--- src/rtl/tftp_data_packet_receiver_top_macros.svh ---
// Assertion macros used by the receiver's top-level RTL file.
`ifndef TFTP_DATA_PACKET_RECEIVER_TOP_MACROS_SVH
`define TFTP_DATA_PACKET_RECEIVER_TOP_MACROS_SVH

// Same-cycle implication, checked outside reset.
`define TDPR_ASSERT_NOW(lbl, clk, rstn, ante, cons) \
    lbl: assert property (@(posedge clk) disable iff (!(rstn)) (ante) |-> (cons)) \
        else $error("receiver check failed");

// Next-cycle implication, checked outside reset.
`define TDPR_ASSERT_NEXT(lbl, clk, rstn, ante, cons) \
    lbl: assert property (@(posedge clk) disable iff (!(rstn)) (ante) |=> (cons)) \
        else $error("receiver check failed");

`endif

--- src/rtl/tdpr_pkg.sv ---
// Types and constants of the TFTP data packet receiver.
package tdpr_pkg;

    localparam int unsigned POS_W = 10;
    localparam logic [POS_W-1:0] POS_LIMIT = 10'd1023;
    localparam logic [POS_W-1:0] HEADER_BYTES = 10'd4;
    localparam logic [7:0] OPC_DATA = 8'd3;
    localparam logic [7:0] OPC_ERROR = 8'd5;
    localparam logic [15:0] FIRST_BLOCK_RESET = 16'd1;

    typedef enum logic [1:0] {
        KIND_NONE  = 2'd0,
        KIND_DATA  = 2'd1,
        KIND_ERROR = 2'd2,
        KIND_OTHER = 2'd3
    } op_kind_t;

    typedef enum logic [2:0] {
        ST_ACCEPTED   = 3'd0,
        ST_IGNORED    = 3'd1,
        ST_ERROR_PKT  = 3'd2,
        ST_UNEXPECTED = 3'd3,
        ST_RUNT       = 3'd4
    } pkt_status_t;

    typedef struct packed {
        logic [7:0] rx_byte;
        logic       end_of_packet;
    } rx_beat_t;

    typedef struct packed {
        logic [7:0]  payload_byte;
        logic        payload_valid;
        logic        packet_end;
        logic [2:0]  packet_status;
        logic        transfer_done;
        logic [15:0] last_block_seen;
        logic [31:0] total_bytes;
        logic [31:0] total_blocks;
    } result_beat_t;

endpackage

--- src/rtl/tdpr_parser.sv ---
// Packet parser: header decode, block check, counters and the result of one byte.
module tdpr_parser #(
    parameter int unsigned MAX_PACKET_BYTES = 516
) (
    input  logic                   aclk,
    input  logic                   aresetn,
    input  logic                   cfg_we,
    input  logic [15:0]            cfg_first_block,
    input  logic                   step,
    input  tdpr_pkg::rx_beat_t     rx,
    output tdpr_pkg::result_beat_t result
);
    import tdpr_pkg::*;

    logic [15:0]      expected_reg, expected_next;
    logic [31:0]      byte_total_reg, byte_total_next;
    logic [31:0]      block_total_reg, block_total_next;
    logic [15:0]      received_reg, received_next;
    logic             done_reg, done_next;
    logic [POS_W-1:0] pos_reg, pos_next;
    op_kind_t         kind_reg, kind_next;
    logic [15:0]      asm_reg, asm_next;

    logic [POS_W-1:0] len;
    logic [32:0]      byte_sum;
    logic             payload_ok;
    pkt_status_t      status;

    always_comb begin
        expected_next    = expected_reg;
        byte_total_next  = byte_total_reg;
        block_total_next = block_total_reg;
        received_next    = received_reg;
        done_next        = done_reg;
        pos_next         = pos_reg;
        kind_next        = kind_reg;
        asm_next         = asm_reg;
        payload_ok       = 1'b0;
        status           = ST_ACCEPTED;
        byte_sum         = 33'd0;

        if (pos_reg != POS_LIMIT) begin
            if (pos_reg == 10'd1) begin
                if (rx.rx_byte == OPC_DATA) begin
                    kind_next = KIND_DATA;
                end else if (rx.rx_byte == OPC_ERROR) begin
                    kind_next = KIND_ERROR;
                end else begin
                    kind_next = KIND_OTHER;
                end
            end else if (pos_reg == 10'd2) begin
                asm_next = {rx.rx_byte, 8'h00};
            end else if (pos_reg == 10'd3) begin
                asm_next = {asm_reg[15:8], rx.rx_byte};
            end else if (pos_reg >= HEADER_BYTES) begin
                payload_ok = (kind_reg == KIND_DATA) && (asm_reg == expected_reg);
            end
            pos_next = pos_reg + 10'd1;
        end
        len = pos_next;

        if (rx.end_of_packet) begin
            if (len < HEADER_BYTES) begin
                status = ST_RUNT;
            end else if (kind_next == KIND_ERROR) begin
                status = ST_ERROR_PKT;
            end else if (kind_next != KIND_DATA) begin
                status = ST_UNEXPECTED;
            end else begin
                if ((len > HEADER_BYTES) && (asm_next == expected_reg)) begin
                    byte_sum = {1'b0, byte_total_reg} + 33'(len - HEADER_BYTES);
                    byte_total_next = byte_sum[32] ? 32'hFFFF_FFFF : byte_sum[31:0];
                    block_total_next = (block_total_reg == 32'hFFFF_FFFF) ?
                                       block_total_reg : block_total_reg + 32'd1;
                    expected_next = expected_reg + 16'd1;
                    status = ST_ACCEPTED;
                end else begin
                    status = ST_IGNORED;
                end
                if (len != POS_W'(MAX_PACKET_BYTES)) begin
                    done_next = 1'b1;
                end
                received_next = asm_next;
            end
            pos_next  = '0;
            kind_next = KIND_NONE;
            asm_next  = 16'd0;
        end
    end

    assign result.payload_byte    = payload_ok ? rx.rx_byte : 8'd0;
    assign result.payload_valid   = payload_ok;
    assign result.packet_end      = rx.end_of_packet;
    assign result.packet_status   = status;
    assign result.transfer_done   = done_next;
    assign result.last_block_seen = received_next;
    assign result.total_bytes     = byte_total_next;
    assign result.total_blocks    = block_total_next;

    always_ff @(posedge aclk) begin
        if (!aresetn) begin
            expected_reg    <= FIRST_BLOCK_RESET;
            byte_total_reg  <= 32'd0;
            block_total_reg <= 32'd0;
            received_reg    <= 16'd0;
            done_reg        <= 1'b0;
            pos_reg         <= '0;
            kind_reg        <= KIND_NONE;
            asm_reg         <= 16'd0;
        end else if (cfg_we) begin
            expected_reg <= cfg_first_block;
        end else if (step) begin
            expected_reg    <= expected_next;
            byte_total_reg  <= byte_total_next;
            block_total_reg <= block_total_next;
            received_reg    <= received_next;
            done_reg        <= done_next;
            pos_reg         <= pos_next;
            kind_reg        <= kind_next;
            asm_reg         <= asm_next;
        end
    end

endmodule

--- src/rtl/tftp_data_packet_receiver_top.sv ---
// Top level of the TFTP data packet receiver with its input and result registers.
//
// The s_ channel takes one received packet byte per beat, with end_of_packet on
// the last byte of each packet. The m_ channel gives exactly one result beat for
// every input beat, in order: the payload byte when it belongs to the expected
// block, the packet status on the last byte, and the running totals.
// The cfg_ channel loads the first expected block number; it is always ready, and
// the user must write it only while no bytes are in flight; the block does not enforce this.
// An input beat is registered in the input register at acceptance, and its result is
// registered in the result register once that register is empty or being taken.
// Throughput is one byte per cycle while m_ready stays high; the parse and counter update
// is one pass of logic between the input register and the result register.
// When m_ready is low the result register holds its beat and the input register
// still takes one more byte; s_ready drops only when both registers are full.
// Reset clears the counters and flags and sets the expected block to one.
module tftp_data_packet_receiver_top #(
    parameter int unsigned MAX_PACKET_BYTES = 516
) (
    input  logic                   aclk,
    input  logic                   aresetn,
    input  logic                   s_valid,
    output logic                   s_ready,
    input  tdpr_pkg::rx_beat_t     s_data,
    output logic                   m_valid,
    input  logic                   m_ready,
    output tdpr_pkg::result_beat_t m_data,
    input  logic                   cfg_valid,
    output logic                   cfg_ready,
    input  logic [15:0]            cfg_data
);
    import tdpr_pkg::*;

`include "tftp_data_packet_receiver_top_macros.svh"

    logic         in_valid_reg;
    rx_beat_t     in_data_reg;
    logic         out_valid_reg;
    result_beat_t out_data_reg;
    result_beat_t result;
    logic         advance;

    assign advance   = in_valid_reg && (!out_valid_reg || m_ready);
    assign s_ready   = !in_valid_reg || advance;
    assign cfg_ready = 1'b1;
    assign m_valid   = out_valid_reg;
    assign m_data    = out_data_reg;

    tdpr_parser #(
        .MAX_PACKET_BYTES(MAX_PACKET_BYTES)
    ) u_parser (
        .aclk           (aclk),
        .aresetn        (aresetn),
        .cfg_we         (cfg_valid),
        .cfg_first_block(cfg_data),
        .step           (advance),
        .rx             (in_data_reg),
        .result         (result)
    );

    always_ff @(posedge aclk) begin
        if (!aresetn) begin
            in_valid_reg <= 1'b0;
        end else if (s_valid && s_ready) begin
            in_valid_reg <= 1'b1;
        end else if (advance) begin
            in_valid_reg <= 1'b0;
        end
    end

    always_ff @(posedge aclk) begin
        if (s_valid && s_ready) begin
            in_data_reg <= s_data;
        end
    end

    always_ff @(posedge aclk) begin
        if (!aresetn) begin
            out_valid_reg <= 1'b0;
        end else if (advance) begin
            out_valid_reg <= 1'b1;
        end else if (m_ready) begin
            out_valid_reg <= 1'b0;
        end
    end

    always_ff @(posedge aclk) begin
        if (advance) begin
            out_data_reg <= result;
        end
    end

    `TDPR_ASSERT_NOW(a_payload_means_accepted, aclk, aresetn,
        m_valid && m_data.payload_valid && m_data.packet_end,
        m_data.packet_status == ST_ACCEPTED)
    `TDPR_ASSERT_NOW(a_status_only_at_end, aclk, aresetn,
        m_valid && !m_data.packet_end, m_data.packet_status == ST_ACCEPTED)
    `TDPR_ASSERT_NEXT(a_done_sticky, aclk, aresetn,
        m_valid && m_data.transfer_done, m_data.transfer_done)
    `TDPR_ASSERT_NEXT(a_blocks_monotonic, aclk, aresetn,
        m_valid, m_data.total_blocks >= $past(m_data.total_blocks))

endmodule

--- config.mk ---
export PLATFORM = sky130hd
export DESIGN_NAME = tftp_data_packet_receiver_top
export DESIGN_NICKNAME = d
export VERILOG_FILES = /design/src/rtl/tdpr_pkg.sv /design/src/rtl/tdpr_parser.sv /design/src/rtl/tftp_data_packet_receiver_top.sv
export VERILOG_INCLUDE_DIRS = /design/src /design/src/rtl
export SDC_FILE = /design/constraint.sdc
export NUM_CORES = 1
export LEC_CHECK = 0
export BUFFER_PORTS_ARGS = -buffer_cell sky130_fd_sc_hd__buf_4
export CAP_MARGIN = 0
export CORE_UTILIZATION = 37
export DETAILED_ROUTE_END_ITERATION = 8
export GPL_TIMING_DRIVEN = 0
export REMOVE_ABC_BUFFERS = 1
export SLEW_MARGIN = 20
export SYNTH_ARGS = -nofsm -noshare
export SYNTH_HDL_FRONTEND = slang
export SYNTH_SLANG_ARGS = --single-unit
--- constraint.sdc ---
create_clock -name aclk -period 5 [get_ports aclk]
set_clock_uncertainty 0.15 [all_clocks]
set_input_delay 0.25 -clock aclk [delete_from_list [all_inputs] [get_ports aclk]]
set_output_delay 0.25 -clock aclk [all_outputs]
set_load 0.01 [all_outputs]
Yosys cells after proc, flatten, opt, wreduce, memory -nomap -nowiden
Cells that the tools add are included.
{"block": "classes", "add_sub_neg": 5, "order_cmp": 3, "eq_ne": 16, "n_mux": 53, "bitwise": 2, "reduce_logical": 17}
{"operator": "2-to-1 mux 32 bit", "n": 12}
{"operator": "2-to-1 mux 16 bit", "n": 15}
{"operator": "adder 32 x 33 -> 33 bit", "n": 1}
{"operator": "adder 32 x 1 -> 32 bit (second input constant)", "n": 1}
{"operator": "== test 16 bit", "n": 2}
{"operator": "== test 32 bit (second input constant)", "n": 1}
{"operator": "== test 10 x 2 -> 1 bit (second input constant)", "n": 2}
{"operator": "2-to-1 mux 10 bit", "n": 2}
{"operator": "!= test 10 bit (second input constant)", "n": 2}
{"operator": "adder 16 x 1 -> 16 bit (second input constant)", "n": 1}
{"operator": "2-to-1 mux 1 bit", "n": 16}
{"operator": "subtractor 10 x 3 -> 11 bit (second input constant)", "n": 1}
{"operator": "adder 10 x 1 -> 10 bit (second input constant)", "n": 1}
{"operator": "== test 10 x 1 -> 1 bit (second input constant)", "n": 1}
{"operator": ">= comparator 10 x 3 -> 1 bit (second input constant)", "n": 1}
{"operator": "greater-than comparator 10 x 3 -> 1 bit (second input constant)", "n": 1}
{"operator": "less-than comparator 10 x 3 -> 1 bit (second input constant)", "n": 1}
{"operator": "nonzero test 2 bit", "n": 5}
{"operator": "2-to-1 mux 3 bit", "n": 3}
{"operator": "== test 8 x 2 -> 1 bit (second input constant)", "n": 1}
{"operator": "== test 8 x 3 -> 1 bit (second input constant)", "n": 1}
{"operator": "2-to-1 mux 2 bit", "n": 4}
{"operator": "2-to-1 mux 8 bit", "n": 1}
{"operator": "!= test 2 bit (second input constant)", "n": 3}
{"operator": "other kinds (11)", "n": 17}
{"block": "word_totals", "register_bits": 230, "in_bits": 30, "out_inout_bits": 97, "elab_cells": 118}

Logic depth before layout (Yosys ltp)
{"block": "logic_depth", "ltp_word": 14, "depth_mapped": 23, "ltp_nobuf": 19}

Hierarchy
From an unflattened synthesis, not the netlist that was laid out.
{"block": "unflattened", "cells_unflattened": 1416, "area_unflattened_um2": 12884.9}
{"module": "tdpr_parser", "n_inst": 1, "cells_per_inst": 1302, "area_each_um2": 9676.8}
{"module": "tftp_data_packet_receiver_top", "n_inst": 1, "cells_per_inst": 114, "area_each_um2": 3208.1}

Worst setup path before layout
OpenSTA, ideal clock, no wires.
{"block": "synth_timing", "kind": "register to register", "from": "register u_parser.pos_reg[0]", "to": "register out_data_reg (netlist bit m_data[62]) (data pin)", "setup_time_ns": 0.262, "arrival_time_ns": 4.828, "required_ns": 4.588, "setup_slack_ns": -0.240, "path_stages_with_launch": 23, "path_buffers": 5, "synth_period_minus_slack_ns": 5.240, "path_cell_list": "dfxtp_1 > ha_1 > buf_2 > nand3_1 > or3_1 > clkbuf_1 > a21oi_1 > or3_1 > clkbuf_1 > or2_2 > clkbuf_1 > inv_1 > ha_1 > a2111oi_0 > o21ai_0 > o21ai_0 > a211oi_1 > o2111ai_1 > a211o_1 > nand2_1 > clkbuf_1 > a31oi_1 > o21ai_0"}
{"item": "from (decl)", "line": "tdpr_parser.sv:20", "rtl": "logic [POS_W-1:0] pos_reg, pos_next;"}
{"item": "from (signal assigned)", "line": "tdpr_parser.sv:118", "rtl": "pos_reg <= pos_next;"}
{"item": "to (signal assigned)", "line": "tftp_data_packet_receiver_top.sv:88", "rtl": "out_data_reg <= result;"}
{"item": "to (decl)", "line": "tftp_data_packet_receiver_top.sv:38", "rtl": "result_beat_t out_data_reg;"}

==> metrics.md <==
| Metric | Value |
|---|---|
| Top cell by count, worst path | a21oi_2 |
| Crit Path Max Fanout | 11 |
| Slew headroom | 40.5% |
| Gr busiest metal | met2 |
| Critical Path End Type | flop |
| Count of pins over their slew limit | 0 |
| Wire per inst | 16.9 um |
| Crit share post-route | 96.2% |
| Initial antenna violation count | 0 |
| Row cnt | 67 |
| Cell Pwr Density | 270 mW/mm^2 |
| Synth top area share | 24.4% |
| Detailed Routing Iterations Pass 1 | 5 |
| Ys flop type | dfxtp_1 |
| Antenna Cells | 0 |
| Area Growth Syn to Fin | 25.1% |
| Syn Area/Cell | 9.41 um^2 |
| First-pass GRT wire length | 53.0 mm |
| Combinational share of power | 5.8% |
| GP Congestion | 0.864 |
| I/O pin total | 127 |
| Max FFs per register | 94 |
| Gr usage total | 18.5% |
| Met3 GRT Util | 3.13% |
| Layout Nets | 1561 |
| Starting DRT DRC Count | 629 |
| Post-route cell area | 0.0159 mm^2 |
| Gate Count Post-Synth | 1347 |
| Post-synthesis async set-or-reset flop share | 0% |
| Drt drc | 0 |
| Layout cell share with drive strength beyond 1 | 20.2% |
| Max Cap Viol | 0 |
| Grt met1 use | 25.1% |
| Post-Place Setup Slack | -2.20 ns |
| Via count | 10452 |
| Area of the multi-input gates | 0.00697 mm^2 |
| CP max stage cell | or3_4 |
| Max Clock Freq | 208 MHz |
| Total power | 4.28 mW |
| Post-DRT Antenna Nets | 0 |
| Die area | 0.0350 mm^2 |
| Total CTS buffers | 27 |
| Register area | 0.00566 mm^2 |
| Seq/Total Area, Yosys | 44.5% |
| WL final | 33.1 mm |
| Die height | 187 um |
| Status | completed |
| Cell variety after synth | 73 |
| Synthesized flop and latch total | 230 |
| Switching share of power | 22.9% |
| Layout Cells excl Fill | 1961 |
| Vias in the first global route | 9961 |
| Fillers | 3142 |
| Worst setup SP type | flop |
| Final setup fails | 0 |
| Leakage | 6.18 nW |
| Setup ws final | 0.191 ns |
| Total grt overflow | 0 |
| Worst hold slack | 0.0414 ns |
| CP peak stage delay | 0.47 ns |
| Fin crit period | 4.81 ns |
| Slew @ Worst Pin | 0.885 ns |
| Clock slew at reported path FFs | 0.06 ns |
| Crit Path Category | reg -> reg |
| Seq pwr share | 47.9% |
| Warnings from Yosys | 0 |
| Largest net degree at the start of global routing | 66 |
| Vias per inst | 5.33 |
| Die W | 187 um |
| IO Port Bufs | 125 |
| Most instantiated library cell after synthesis | nor2_1 |
| Critical path required time | 5.12 ns |
| Top cells by count, synth | 153 x nor2_1, 127 x dfxtp_1, 114 x nand2_1 |
| Met2 usage | 30.3% |
| Post-DP HPWL | 22.1 mm |
| Synth top area cells | edfxtp_1 24%, dfxtp_1 20%, xor2_1 4.8%, xnor2_1 4.6%, nor2_1 4.5% |
| Maximum vdd drop | 0.239 mV |
| Clk sink count | 230 |
| CTS Buffer Depth | 3 |
| EDFF count, synth | 103 |
| Largest area contributor in the netlist | edfxtp_1 |
| CP Cell Sequence | ha_4 -> nand3_2 -> or3_4 -> a21oi_2 -> or3_4 -> nor2b_4 -> nor4b_4 -> a21oi_1 -> o211ai_1 -> ha_2 -> a21oi_2 -> o211ai_1 -> a21oi_2 -> a211oi_2 -> o2111ai_2 -> a211o_4 -> a21o_4 -> a21oi_2 -> o21ai_1 |
| Placed inst area | 0.0141 mm^2 |
| Final Hold Violating Endpoints | 0 |
| Hold Crit Class | in -> reg |
| Clock latency on the worst-skew pair | 0.56 ns |
| Worst Path Arrival | 4.93 ns |
| Internal power | 3.30 mW |
| Clock Tree Root | clkbuf_16 |
| RSZ-0062 raised after global routing | yes |
| CTS tree | yes |
| Core footprint | 0.0336 mm^2 |
| Placed insts | 1851 |
| H-tree depth | 1 |
| Psw | 982 uW |
| Synthesized area | 0.0127 mm^2 |
| Clock network power share | 46.4% |
| Initial core utilization | 37.7% |
-- layout make-up --
| class | instances | area share (%) |
|---|---|---|
| inverters | 22 | 0.608 |
| flip-flops and latches | 230 | 35.7 |
| clock inverters | 16 | 1.01 |
| clock buffers | 34 | 4.55 |
| repair inverters | 1 | 0.0473 |
| multi-input cells | 1012 | 43.9 |
| repair buffers | 198 | 10.6 |
| well taps | 448 | 3.54 |
-- metal layers --
metal  up-vias  routed length (um)
met5         -                   0
met4         0                 684
met3        52                1790
met2       263               15200
met1      4961               15400
li1       5176                   -
-- kinds of logic (layout without fill, tap and decap cells) --
family | after synthesis | in the layout | synth area share [%]
and+or+nand+nor | 490 | 490 | 19.1
DFF | 230 | 230 | 44.5
adders and majority gates | 39 | 39 | 3.91
xor gates and xnor gates | 139 | 139 | 9.72
muxes | 50 | 50 | 4.21
buffers and inverters | 105 | 271 | 3.30
AOI/OAI and AO/OA | 293 | 293 | 15.3
other | 1 | 1 | 0.0296
-- power groups by stage --
stage	Sequential (mW)	Combinational [mW]	Clock, mW
global placement	2.09	0.208	0
global route	2.05	0.267	2.11
CTS	2.05	0.248	2.03
finish	2.05	0.246	1.98
floorplan	2.09	0.0914	0
detailed placement	2.09	0.222	0
-- final timing paths --
kind,slack [ns],startpoint,endpoint,depth (start not counted)
setup reg to reg,0.19,u_parser.pos_reg[0],m_data[61],19
setup / recovery,0.19,u_parser.pos_reg[0],m_data[61],19
hold / removal,0.04,cfg_valid,u_parser.expected_reg[14],3
hold reg to reg,0.31,u_parser.received_reg[15],u_parser.received_reg[15],2
-- repair_timing --
item                                    4_1_cts  5_1_grt
hold buffers                                 38        0
gates resized for setup                      41       34
pin swaps                                     5       10
buffers inserted                              8       13
cloned                                        1        0
endpoints found under the hold margin        43        0
endpoints found under the setup margin       89       68
-- placed cells by master (no fill, tap or decap), types with 5 or more instances in the layout --
cell type and instances:
nand3_1 34, mux2i_1 22, a22oi_1 21, nor3_1 23, o21ai_1 7, ha_1 32, o211a_1 8, a211oi_1 32
mux2_2 27, xor2_1 70, clkbuf_1 5, nor4_4 6, clkinv_1 5, a21oi_1 69, o21bai_1 5, nand2b_1 14
nor2_1 149, and3_1 27, nor4_1 11, nor2b_1 8, nand4_1 34, clkbuf_16 27, buf_4 151, dfxtp_1 118
xnor2_1 67, nand2_1 112, and2_1 23, inv_1 18, dfxtp_2 5, o211ai_1 9, a21o_1 19, o41ai_1 15
o21ai_0 53, dlygate4sd3_1 38, o31ai_1 5, edfxtp_1 103, clkinv_2 6, a21oi_2 8
-- through the flow --
stage,setup TNS (ns),util (%)
global placement,-593.28,41.2
finish,0,47.2
CTS,0,46.5
detailed placement,-119.88,42.0
floorplan,-127.85,-
global route,-0.167,47.2
-- worst max-delay path: cells and delay by family, from the launching register on --
family / cells / cell delay [ns]
AOI/OAI and AO/OA: 12 / 2.36
DFF: 1 / 0.42
adders and majority gates: 2 / 0.60
and+or+nand+nor: 5 / 0.99
Note: power is estimated with default switching activity, not from simulation.
